--- src/c3z_pkg.sv ---
// ============================================================================
// c3z_pkg
// Shared types and constants for the 3x3 zero-padded convolution stream.
// ============================================================================
package c3z_pkg;

    localparam int unsigned SAMPLE_W   = 16;
    localparam int unsigned PROD_W     = 32;
    localparam int unsigned PSUM_W     = 34;
    localparam int unsigned SUM_W      = 35;
    localparam int unsigned ROW_W      = 16;
    localparam int unsigned CFG_DATA_W = 64;
    localparam int unsigned CFG_ADDR_W = 3;
    localparam int unsigned KDIM       = 3;
    localparam int unsigned TAPS       = KDIM * KDIM;

    // configuration register indexes
    localparam logic [CFG_ADDR_W-1:0] REG_IMAGE_WIDTH = 3'd0;
    localparam logic [CFG_ADDR_W-1:0] REG_IMAGE_HEIGHT = 3'd1;
    localparam logic [CFG_ADDR_W-1:0] REG_COEFS_LOW   = 3'd2;
    localparam logic [CFG_ADDR_W-1:0] REG_COEFS_HIGH  = 3'd3;
    localparam logic [CFG_ADDR_W-1:0] REG_COEF_LAST   = 3'd4;

    // input opcodes
    localparam logic OP_PIXEL = 1'b0;
    localparam logic OP_DRAIN = 1'b1;

    localparam logic [ROW_W-1:0] ROW_MAX = 16'hFFFF;

    typedef struct packed {
        logic                       opcode;
        logic signed [SAMPLE_W-1:0] sample;
    } in_beat_t;

    typedef struct packed {
        logic signed [SUM_W-1:0] conv_sum;
        logic                    frame_last;
    } out_beat_t;

    // per-beat control carried down the pipe
    typedef struct packed {
        logic signed [SAMPLE_W-1:0] sample;
        logic                       emit;
        logic                       last;
        logic                       at_top;
        logic                       at_bottom;
        logic                       at_left;
        logic                       at_right;
    } item_t;

    typedef logic [SAMPLE_W-1:0] word_t;
    typedef word_t [TAPS-1:0]    word_bank_t;

endpackage

--- src/c3z_ctrl.sv ---
// ============================================================================
// c3z_ctrl
// Configuration registers and the raster counters; tags each accepted beat.
// ============================================================================
module c3z_ctrl #(
    parameter int MAX_WIDTH = 1024,
    localparam int CW = $clog2(MAX_WIDTH),
    localparam int WW = $clog2(MAX_WIDTH + 1)
) (
    input  logic                                aclk,
    input  logic                                aresetn,
    input  logic                                cfg_wr_en,
    input  logic [c3z_pkg::CFG_ADDR_W-1:0]      cfg_addr,
    input  logic [c3z_pkg::CFG_DATA_W-1:0]      cfg_wdata,
    input  logic                                acc,
    input  c3z_pkg::in_beat_t                   s_data,
    output c3z_pkg::item_t                      item,
    output logic [CW-1:0]                       col,
    output c3z_pkg::word_bank_t                 coefs
);

    localparam logic [WW-1:0] W_RESET = WW'(MAX_WIDTH < 1024 ? MAX_WIDTH : 1024);
    localparam logic [WW-1:0] W_MAX   = WW'(MAX_WIDTH);

    logic [WW-1:0]                   w_reg;
    logic [c3z_pkg::ROW_W-1:0]       h_reg;
    c3z_pkg::word_bank_t             coef_reg;
    logic [CW-1:0]                   in_col_reg, in_col_next;
    logic [c3z_pkg::ROW_W-1:0]       in_row_reg, in_row_next;
    logic [CW-1:0]                   out_col_reg, out_col_next;
    logic [c3z_pkg::ROW_W-1:0]       out_row_reg, out_row_next;

    logic [10:0]                     wr_w;
    logic [WW-1:0]                   wr_w_eff;
    logic [CW-1:0]                   ic, oc;
    logic [WW-1:0]                   ic_inc, oc_inc;
    logic                            in_wrap, out_wrap;
    logic [c3z_pkg::ROW_W:0]         out_row_inc;
    logic                            emit, last, bottom, right;

    // width register holds the clamped value
    assign wr_w = cfg_wdata[10:0];
    always_comb begin
        if (wr_w == 11'd0) begin
            wr_w_eff = WW'(1);
        end else if (32'(wr_w) > 32'(MAX_WIDTH)) begin
            wr_w_eff = W_MAX;
        end else begin
            wr_w_eff = WW'(wr_w);
        end
    end

    always_ff @(posedge aclk) begin
        if (!aresetn) begin
            w_reg    <= W_RESET;
            h_reg    <= 16'd1;
            coef_reg <= '0;
        end else if (cfg_wr_en) begin
            case (cfg_addr)
                c3z_pkg::REG_IMAGE_WIDTH: begin
                    w_reg <= wr_w_eff;
                end
                c3z_pkg::REG_IMAGE_HEIGHT: begin
                    h_reg <= (cfg_wdata[15:0] == 16'd0) ? 16'd1 : cfg_wdata[15:0];
                end
                c3z_pkg::REG_COEFS_LOW: begin
                    for (int k = 0; k < 4; k++) begin
                        coef_reg[k] <= cfg_wdata[16*k +: 16];
                    end
                end
                c3z_pkg::REG_COEFS_HIGH: begin
                    for (int k = 0; k < 4; k++) begin
                        coef_reg[4+k] <= cfg_wdata[16*k +: 16];
                    end
                end
                c3z_pkg::REG_COEF_LAST: begin
                    coef_reg[8] <= cfg_wdata[15:0];
                end
                default: begin
                end
            endcase
        end
    end

    // columns left over from a wider setting wrap before use
    assign ic = (WW'(in_col_reg) >= w_reg) ? '0 : in_col_reg;
    assign oc = (WW'(out_col_reg) >= w_reg) ? '0 : out_col_reg;

    assign ic_inc   = WW'(ic) + WW'(1);
    assign oc_inc   = WW'(oc) + WW'(1);
    assign in_wrap  = ic_inc >= w_reg;
    assign out_wrap = oc_inc >= w_reg;

    assign out_row_inc = {1'b0, out_row_reg} + 17'd1;
    assign bottom      = out_row_inc >= {1'b0, h_reg};
    assign right       = out_wrap;
    assign last        = bottom && right;

    assign emit = (in_row_reg >= 16'd2) || (in_row_reg == 16'd1 && ic != '0);

    always_comb begin
        in_col_next  = in_wrap ? '0 : ic_inc[CW-1:0];
        in_row_next  = (in_wrap && in_row_reg != c3z_pkg::ROW_MAX) ?
                       in_row_reg + 16'd1 : in_row_reg;
        out_col_next = oc;
        out_row_next = out_row_reg;
        if (emit) begin
            if (last) begin
                in_col_next  = '0;
                in_row_next  = '0;
                out_col_next = '0;
                out_row_next = '0;
            end else begin
                out_col_next = out_wrap ? '0 : oc_inc[CW-1:0];
                if (out_wrap && out_row_reg != c3z_pkg::ROW_MAX) begin
                    out_row_next = out_row_inc[c3z_pkg::ROW_W-1:0];
                end
            end
        end
    end

    always_ff @(posedge aclk) begin
        if (!aresetn) begin
            in_col_reg  <= '0;
            in_row_reg  <= '0;
            out_col_reg <= '0;
            out_row_reg <= '0;
        end else if (acc) begin
            in_col_reg  <= in_col_next;
            in_row_reg  <= in_row_next;
            out_col_reg <= out_col_next;
            out_row_reg <= out_row_next;
        end
    end

    always_comb begin
        item.sample    = (s_data.opcode == c3z_pkg::OP_PIXEL && in_row_reg < h_reg) ?
                         s_data.sample : '0;
        item.emit      = emit;
        item.last      = last;
        item.at_top    = out_row_reg == '0;
        item.at_bottom = bottom;
        item.at_left   = oc == '0;
        item.at_right  = right;
    end

    assign col   = ic;
    assign coefs = coef_reg;

endmodule

--- config.mk ---
export PLATFORM = sky130hd
export DESIGN_NAME = c3z_ctrl
export DESIGN_NICKNAME = d
export VERILOG_FILES = /design/src/c3z_pkg.sv /design/src/c3z_ctrl.sv
export SDC_FILE = /design/constraint.sdc
export NUM_CORES = 1
export LEC_CHECK = 0
export ABC_AREA = 0
export BUFFER_PORTS_ARGS = -buffer_cell sky130_fd_sc_hd__buf_2
export CORE_MARGIN = 8
export CORE_UTILIZATION = 40
export CTS_CLUSTER_DIAMETER = 30
export DETAILED_ROUTE_END_ITERATION = 7
export PLACE_DENSITY = 0.74
export SYNTH_ARGS = -nofsm -noshare
export SYNTH_HDL_FRONTEND = slang
export SYNTH_SLANG_ARGS = --single-unit
--- constraint.sdc ---
create_clock -name aclk -period 4.6 [get_ports aclk]
set_clock_uncertainty 0.2 [all_clocks]
set_input_delay 0.69 -clock aclk [delete_from_list [all_inputs] [get_ports aclk]]
set_output_delay 0.69 -clock aclk [all_outputs]
set_load 0.01 [all_outputs]
======== Yosys cells after proc, flatten, opt, wreduce, memory -nomap -nowiden ========
Index checks and enable logic that the tools add are counted.
word-level totals
  bits in registers ....................... 223
  input bits .............................. 88
  logic and storage cells ................. 71
operators by class
  add/sub/neg operators ................... 4
  order comparisons ....................... 8
  equality and inequality tests ........... 7
  mux-type cells .......................... 17
  bitwise operators ....................... 1
  reduce and logical (&&, ||, !) cells .... 19
operators with widths
  kind                                                                                   number
  16-bit two-way mux                                                                     7
  10-bit two-way mux                                                                     8
  16-bit logical NOT                                                                     2
  16-bit inequality test (second input constant)                                         2
  10-bit by 1-bit adder with 11-bit output (second input constant)                       2
  10-bit by 11-bit greater-or-equal comparator with 1-bit output                         2
  11-bit greater-or-equal comparator                                                     2
  11-bit two-way mux                                                                     2
  16-bit by 1-bit adder with 17-bit output (second input constant)                       1
  17-bit by 16-bit greater-or-equal comparator with 1-bit output                         1
  16-bit by 1-bit adder with 16-bit output (second input constant)                       1
  16-bit by 1-bit equality test with 1-bit output (second input constant)                1
  16-bit by 2-bit greater-or-equal comparator with 1-bit output (second input constant)  1
  16-bit less-than comparator                                                            1
  11-bit > comparator (second input constant)                                            1
  11-bit logical NOT                                                                     1
  10-bit logical NOT                                                                     1
  2-bit AND reduction                                                                    5
  10-bit nonzero test                                                                    1
  3-bit by 2-bit equality test with 1-bit output (second input constant)                 2
  1-bit logical AND                                                                      5
  3-bit by 1-bit equality test with 1-bit output (second input constant)                 1
  3-bit equality test (second input constant)                                            1
  3-bit logical NOT                                                                      1
  4 further kinds                                                                        4

======== Logic depth before layout (Yosys ltp) ========
Gate-level depths: netlist (run 1).
  depth after elaboration ................. 8
  depth in mapped cells ................... 24
  mapped depth without buffers ............ 22

======== Worst setup path after synthesis (run 1) ========
OpenSTA, ideal clock, no wires.
  kind .................................... register -> output
  start ................................... reg w_reg[2]
  end ..................................... out item[4] (netlist bit)
  arrival time ............................ 3.958 ns
  required time ........................... 3.710 ns
  slack ................................... -0.248 ns
  stages on the path, launching flop included .. 23
  buffers on the path ..................... 2
  cells stage by stage .................... dfxtp_1 inv_1 ha_1 a21o_1 a31oi_1 o21bai_1 a21oi_1 clkbuf_1 and2_1 ha_1 nand3_1 nor2_1 xnor2_1 nor2_1 ha_1 a2111oi_0 o21a_1 o21ai_1 a221oi_2 inv_1 o21ai_2 inv_1 buf_4
on the way
  longest elaborated chain between the ends .. 5
ends and longest elaborated chain
  element                                                         line            text
  start: declaration                                              c3z_ctrl.sv:25  logic [WW-1:0] w_reg;
  start signal: assignment                                        c3z_ctrl.sv:61  w_reg <= wr_w_eff;
  10-bit by 11-bit greater-or-equal comparator with 1-bit output  c3z_ctrl.sv:87  assign oc = (WW'(out_col_reg) >= w_reg) ? '0 : out_col_reg;
  10-bit two-way mux                                              c3z_ctrl.sv:87
  10-bit by 1-bit adder with 11-bit output                        c3z_ctrl.sv:90  assign oc_inc = WW'(oc) + WW'(1);
  11-bit greater-or-equal comparator *                            c3z_ctrl.sv:92  assign out_wrap = oc_inc >= w_reg;
  named net out_wrap                                              c3z_ctrl.sv:37  logic in_wrap, out_wrap;
  1-bit logical AND *                                             c3z_ctrl.sv:97  assign last = bottom && right;
  end: declaration                                                c3z_ctrl.sv:17  output c3z_pkg::item_t item,
Mark *: on every way through the listed nets, which the timed path passes. The rest lies on a longest branch.

==> impl_metrics.py, run 1 <==
metrics = {
    "route": {
        "drtAntennaViolNets": 0,
        "dr_total_vias": 11100,
        "finalWirelength_um": 36900,
        "first_pass_iters": 5,
        "wl_per_cell_um": 17.3,
        "vias_per_cell": 5.19,
        "drtIter0Drc": 537,
        "drc": 0,
    },
    "floorplanning": {
        "die_h_um": 185,
        "io_pins": 264,
        "rows": 62,
        "die_x_um": 185,
        "fp.dieArea_sq_um": 34200,
        "core_area_sq_um": 28400,
        "start_util_pct": 40.2,
    },
    "global_route": {
        "grt_usage_pct": 20.7,
        "grt_pass1_wl_um": 57400,
        "antenna_found_initial": 5,
        "grt_pass1_vias": 11000,
        "grt_overflow": 0,
        "grt_max_degree": 183,
    },
    "hold_path": {
        "whs_path_depth": 3,
        "hold_class": "in2reg",
        "hold_start": "cfg_wdata[51]",
        "worstHoldEndpoint": "coefs[51]",
    },
    "setup_path": {
        "reg2reg_slack_ns": 0.07,
        "rr_worst_depth": 25,
        "cp.arrival_ns": 4.11,
        "cp.required_ns": 3.71,
        "reg2reg_to": "out_row_reg[9]",
        "reg2reg_from": "w_reg[2]",
        "worstSetupPathType": "reg2out",
        "start_kind": "flip-flop",
        "worstPathMaxFanout": 3,
        "crit_path_end_kind": "output pin",
    },
    "outcome": {
        "violations": "negative setup slack",
        "status": "complete, but fails checks",
    },
    "final_layout": {
        "area_delta_synth_final_pct": 38.6,
        "final_area_sq_um": 15800,
        "drive_gt1_share_pct": 29.5,
        "utilization_pct": 55.8,
        "largest_reg_flops": 144,
        "fin_nets": 1873,
    },
    "logic_synthesis": {
        "syn_nets": 1571,
        "syn-cell-area_sq_um": 11400,
        "syn-mean-instance-area_sq_um": 8.16,
        "synthDominantCellAreaShare_pct": 39.1,
        "synth_area_leaders": "dfxtp_1 39%, nand2_1 12%, a21boi_0 11%, ha_1 9.0%, clkbuf_1 2.3%",
        "async_flop_share_pct": 0,
        "synth_edf_count": 0,
        "synth_flop_cell": "dfxtp_1",
        "yosysTopAreaCell": "dfxtp_1",
        "synth_warnings": 0,
        "synth_seq_area_share_pct": 39.1,
        "ys_types": 67,
        "ys_ff_latch": 223,
        "synthCells": 1401,
    },
    "clocking": {
        "hold_buffers": 0,
        "cts_tree": "built",
        "clk_pin_slew_ns": 0.05,
        "htreeDepth": 2,
        "cts_buffers": 50,
        "clockBufferDepth": 3,
        "worstSkewPairLatency_ns": 0.56,
        "cts_sinks": 223,
        "ctsRootBufferMaster": "clkbuf_16",
    },
    "pwr": {
        "p_leak_nw": 6.70,
        "finalPower_w": 0.00642,
        "ir_drop_mv": 0.380,
        "p_per_area_nw_per_um2": 405,
    },
    "sta": {
        "setup_viol": 2,
        "relSlewSlack_pct": 37.9,
        "fin_hold_ws_ns": 0.182,
        "max_freq_mhz": 200,
        "setup_ws_ns": -0.395,
        "hold_violations": 0,
        "worst_slew_pin_slew_ns": 0.925,
        "rsz0062_at_grt": "yes",
        "min_period_over_period_pct": 109,
        "post-route-min-period_ns": 5.00,
        "drv_slew": 0,
    },
    "place": {
        "gp_congestion": 0.847,
        "dp_hpwl_um": 25400,
        "dpl_cell_area_sq_um": 13300,
        "port_buffers": 263,
    },
    "run": {
        "drv_cap": 0,
    },
}
## Yosys cell counts, drive strengths merged, types with 8 or more instances
| cell type | instances |
|---|---|
| inv | 53 |
| nand2 | 380 |
| a21oi | 30 |
| a21o | 11 |
| ha | 82 |
| nor3 | 19 |
| nor2 | 52 |
| xor2 | 17 |
| nor2b | 13 |
| o21a | 12 |
| nand4 | 16 |
| buf | 13 |
| xnor2 | 27 |
| clkbuf | 69 |
| and2 | 28 |
| a21boi | 168 |
| and3 | 9 |
| nor4 | 16 |
| nor3b | 8 |
| dfxtp | 223 |
| nand3 | 30 |
| o21ai | 29 |
| and4 | 10 |
## layout make-up
type                            count  area [sq um]
Antenna cell                        2          5.00
Inverter                           53           199
Multi-Input combinational cell   1044          6850
Clock buffer                       55          1310
Fill cell                        2503         12600
Tap cell                          384           480
Timing Repair Buffer              331          1910
Sequential cell                   223          4480
Clock inverter                     39           607
## per-stage QoR
stage	cells	setup TNS (ns)	setup slack (ns)
floorplan	1401	0	0.00234
global placement	2009	0	0.0242
detailed placement	2009	-0.186	-0.0886
CTS	2123	-0.573	-0.261
global route	2130	-3.31	-0.590
finish	2131	-0.666	-0.395
## layout by cell type (no fill, tap or decap), types with 6 or more instances in the layout
cell / instances
inv_1: 45
a21boi_1: 7
and2_1: 27
buf_2: 260
xor2_1: 17
nor2_1: 44
o211ai_1: 7
a21boi_0: 160
clkinv_4: 8
dfxtp_1: 214
inv_2: 8
a21oi_1: 26
nor3b_1: 8
clkinv_2: 7
nor3_1: 19
nand3_1: 27
nand4_1: 14
nand2_1: 376
bufinv_16: 11
a21o_1: 11
ha_4: 9
nor2b_1: 13
nand3b_1: 6
dfxtp_2: 8
ha_1: 73
o21ai_0: 20
and4_1: 7
buf_4: 63
nor4_1: 16
clkbuf_16: 51
o21a_1: 12
xnor2_1: 24
## kinds of logic after synthesis
logic type	count (synthesis)	synth area share (%)
buffers and inverters	135	4.65
xor gates and xnor gates	44	3.37
adders and majority gates	82	8.98
AOI/OAI and AO/OA	301	19.1
DFF	223	39.1
and+or+nand+nor	616	24.8
## critical path: stages, from the launching register on
cell	delay, ns
dfxtp_2	0.32
inv_2	0.05
ha_4	0.21
a21o_1	0.21
a31oi_4	0.18
o21bai_4	0.08
a21oi_2	0.18
and2_4	0.18
ha_4	0.14
nand3_4	0.07
nor2_4	0.11
xnor2_2	0.13
nor2_1	0.07
ha_1	0.37
a2111oi_4	0.31
o21a_1	0.20
o21ai_2	0.07
a221oi_2	0.29
inv_2	0.11
o21ai_4	0.08
inv_1	0.05
buf_2	0.13
## what timing repair did
action | in CTS | in global routing
buffers inserted | 20 | 8
resized for setup | 29 | 57
endpoints found under the setup margin | 14 | 47
cloned | 0 | 2
pin swaps | 17 | 15
## worst max path at each step
| stage | from | slack [ns] | to | depth (start not counted) |
|---|---|---|---|---|
| after floorplan | w_reg[2] | 0.002 | item[4] | 22 |
| after global placement | w_reg[2] | 0.02 | item[4] | 22 |
| after detailed placement | w_reg[6] | -0.09 | item[4] | 22 |
| after CTS | w_reg[2] | -0.26 | item[4] | 21 |
| after global routing | w_reg[2] | -0.59 | item[4] | 22 |
| final | w_reg[2] | -0.40 | item[4] | 21 |
## per-layer routing
layer | GRT usage, % | share of wire [%]
met1 | 24.2 | 40
met5 | 0 | 0.10
met3 | 8.20 | 9.8
met4 | 7.01 | 2.7
met2 | 34.1 | 47
## where the power goes
part	leakage [nW]	switching (W)	total, W	internal, W
sequential	1.81	0.0000210	0.00199	0.00197
combinational	3.98	0.000270	0.000466	0.000196
clock	0.920	0.00125	0.00396	0.00271
Note: power is estimated with default switching activity, not from simulation.
==> run 2, diff against run 1 <==
--- a/config.mk
+++ b/config.mk
@@ -6,12 +6,12 @@
 export NUM_CORES = 1
 export LEC_CHECK = 0
 export ABC_AREA = 0
-export BUFFER_PORTS_ARGS = -buffer_cell sky130_fd_sc_hd__buf_2
 export CORE_MARGIN = 8
 export CORE_UTILIZATION = 40
 export CTS_CLUSTER_DIAMETER = 30
 export DETAILED_ROUTE_END_ITERATION = 7
-export PLACE_DENSITY = 0.74
+export DONT_BUFFER_PORTS = 1
+export PLACE_DENSITY = 0.65
 export SYNTH_ARGS = -nofsm -noshare
 export SYNTH_HDL_FRONTEND = slang
 export SYNTH_SLANG_ARGS = --single-unit
==> run 2 against run 1 <==
Clock-buffer cell count is 14 higher. Final cell count shrank 12%. Worst setup slack improved by 0.073 ns. Global-route usage down 0.64 points. Critical path depth is the same. The run still ends with negative setup slack left. Total power is 2.8% lower. Register-to-register slack gained 0.04 ns. Fmax increased by 1.5%. Core utilization down 5.2 points. Highest routed layer is now met4. Sequential power hardly changed. Die area unchanged.
==> impl_metrics.py, run 2 (synthesis gave the netlist of run 1 again) <==
metrics = {
    "outcome": {
        "status": "complete, but fails checks",
        "violations": "negative setup slack",
    },
    "global_route": {
        "grt_max_degree": 210,
        "grt_usage_pct": 20.0,
        "grt_pass1_vias": 10100,
        "grt_overflow": 0,
        "grt_pass1_wl_um": 55000,
        "antenna_found_initial": 0,
    },
    "final_layout": {
        "final_cell_mix": "378 x nand2_1, 212 x dfxtp_1, 161 x a21boi_0",
        "stdcell_count": 1872,
        "largest_reg_flops": 144,
        "final_common_cell": "nand2_1",
        "area_delta_synth_final_pct": 25.8,
        "nFillCells": 2649,
        "fin_nets": 1610,
        "drive_gt1_share_pct": 17.1,
    },
    "clocking": {
        "clockBufferDepth": 3,
        "clk_pin_slew_ns": 0.05,
        "htreeDepth": 2,
        "hold_buffers": 0,
        "cts_sinks": 223,
        "cts_buffers": 57,
        "worstSkewPairLatency_ns": 0.55,
        "ctsRootBufferMaster": "clkbuf_16",
        "cts_tree": "built",
    },
    "pwr": {
        "p_leak_nw": 5.39,
        "pwr-share-comb_pct": 4.7,
        "seqPwrFrac_pct": 32.3,
        "internal_power_w": 0.00478,
        "p_sw_w": 0.00146,
        "p_per_area_nw_per_um2": 434,
        "pwr-share-clk_pct": 63.0,
        "ir_drop_mv": 0.341,
        "switching_share_pct": 23.4,
    },
    "route": {
        "drc": 0,
        "finalWirelength_um": 35700,
        "dr_total_vias": 9973,
        "vias_per_cell": 5.33,
        "wl_per_cell_um": 19.1,
        "drtIter0Drc": 584,
        "drtAntennaViolNets": 0,
        "first_pass_iters": 5,
    },
    "setup_path": {
        "critPathSlowestCell": "a2111oi_2",
        "start_kind": "flip-flop",
        "cp_cell_sequence": "inv_2 > ha_4 > a21o_1 > a31oi_4 > o21bai_4 > a21oi_4 > nand2_2 > inv_2 > ha_4 > nand3_4 > nor2_4 > xnor2_2 > nor2_1 > ha_1 > a2111oi_2 > o21a_1 > o21ai_2 > a221oi_2 > inv_2 > o21ai_4 > inv_2",
        "worstPathMaxFanout": 3,
        "path_common_cell": "inv_2",
        "worstSetupPathType": "reg2out",
        "critPathMaxStageDelay_ns": 0.38,
        "cp.required_ns": 3.71,
        "cp.arrival_ns": 4.03,
        "crit_path_end_kind": "output pin",
    },
    "run": {
        "drv_cap": 0,
    },
    "sta": {
        "worst_slew_pin_slew_ns": 0.907,
        "max_freq_mhz": 203,
        "rsz0062_at_grt": "yes",
        "setup_ws_ns": -0.323,
        "post-route-min-period_ns": 4.92,
        "setup_viol": 2,
        "hold_violations": 0,
        "relSlewSlack_pct": 39.1,
        "drv_slew": 0,
        "min_period_over_period_pct": 107,
        "fin_hold_ws_ns": 0.0792,
    },
    "place": {
        "gp_congestion": 0.828,
        "dp_hpwl_um": 24900,
        "port_buffers": 0,
        "dpl.cell_count": 1751,
        "dp_slack_ns": -0.0456,
    },
    "hold_path": {
        "hold_class": "in2reg",
    },
    "floorplanning": {
        "fp.dieArea_sq_um": 34200,
        "core_area_sq_um": 28400,
        "io_pins": 264,
        "die_x_um": 185,
        "die_h_um": 185,
        "rows": 62,
        "start_util_pct": 40.2,
    },
}
run 2: power by group through the flow:
stage | clock network (W) | logic, W | registers [W]
after floorplan | 0 | 0.000218 | 0.00204
after global placement | 0 | 0.000259 | 0.00205
after detailed placement | 0 | 0.000264 | 0.00205
after CTS | 0.00398 | 0.000277 | 0.00202
after global routing | 0.00410 | 0.000323 | 0.00202
final | 0.00393 | 0.000292 | 0.00202
run 2: timing repair:
action / 4_1_cts / 5_1_grt
cloned: 0 / 0
setup buffers: 9 / 5
endpoints found under the setup margin: 4 / 32
resized for setup: 32 / 41
pin swaps: 23 / 18
hold endpoints to repair: 0 / 0
run 2: critical path, delay by kind of cell, from the launching register on:
kind / cells / cell delay (ns)
AND/OR/NAND/NOR: 4 / 0.33
adder cells (fa/ha/maj): 3 / 0.70
buffers and inverters: 4 / 0.34
flip-flops: 1 / 0.33
AO/OA/AOI/OAI: 9 / 1.66
XOR/XNOR: 1 / 0.13
run 2: final timing paths:
path | from | to | slack (ns) | cells after the start
min reg2reg | h_reg[5] | h_reg[5] | 0.26 | 2
max reg2reg | w_reg[2] | out_col_reg[2] | 0.11 | 23
max | w_reg[2] | item[4] | -0.32 | 21
min | cfg_wdata[48] | coefs[112] | 0.08 | 2
run 2: area by class of cell:
type	count	area, sq um	share of cell area (%)
Antenna cell	1	2.50	0.0174
Tap cell	384	480	3.34
Clock inverter	37	390	2.72
Multi-Input combinational cell	1043	6790	47.2
Inverter	53	199	1.38
Timing Repair Buffer	62	482	3.35
Sequential cell	223	4480	31.2
Clock buffer	69	1550	10.8
run 2: stage by stage:
step	instance area [sq um]	utilization (%)	setup TNS, ns	power (W)
floorplan	11500	-	0	0.00226
global placement	12000	42.3	0	0.00231
detailed placement	12000	42.3	-0.0814	0.00232
CTS	14100	49.7	-0.345	0.00628
global route	14400	50.6	-1.38	0.00644
finish	14400	50.6	-0.634	0.00624
run 2: per-layer routing:
| metal | part of all wire (%) | GRT usage [%] | up-vias |
|---|---|---|---|
| met2 | 46 | 32.4 | 351 |
| met3 | 12 | 10.3 | 69 |
| li1 | - | - | 4876 |
| met4 | 2.6 | 6.98 | 0 |
| met1 | 39 | 22.4 | 4677 |
| met5 | 0 | 0 | - |
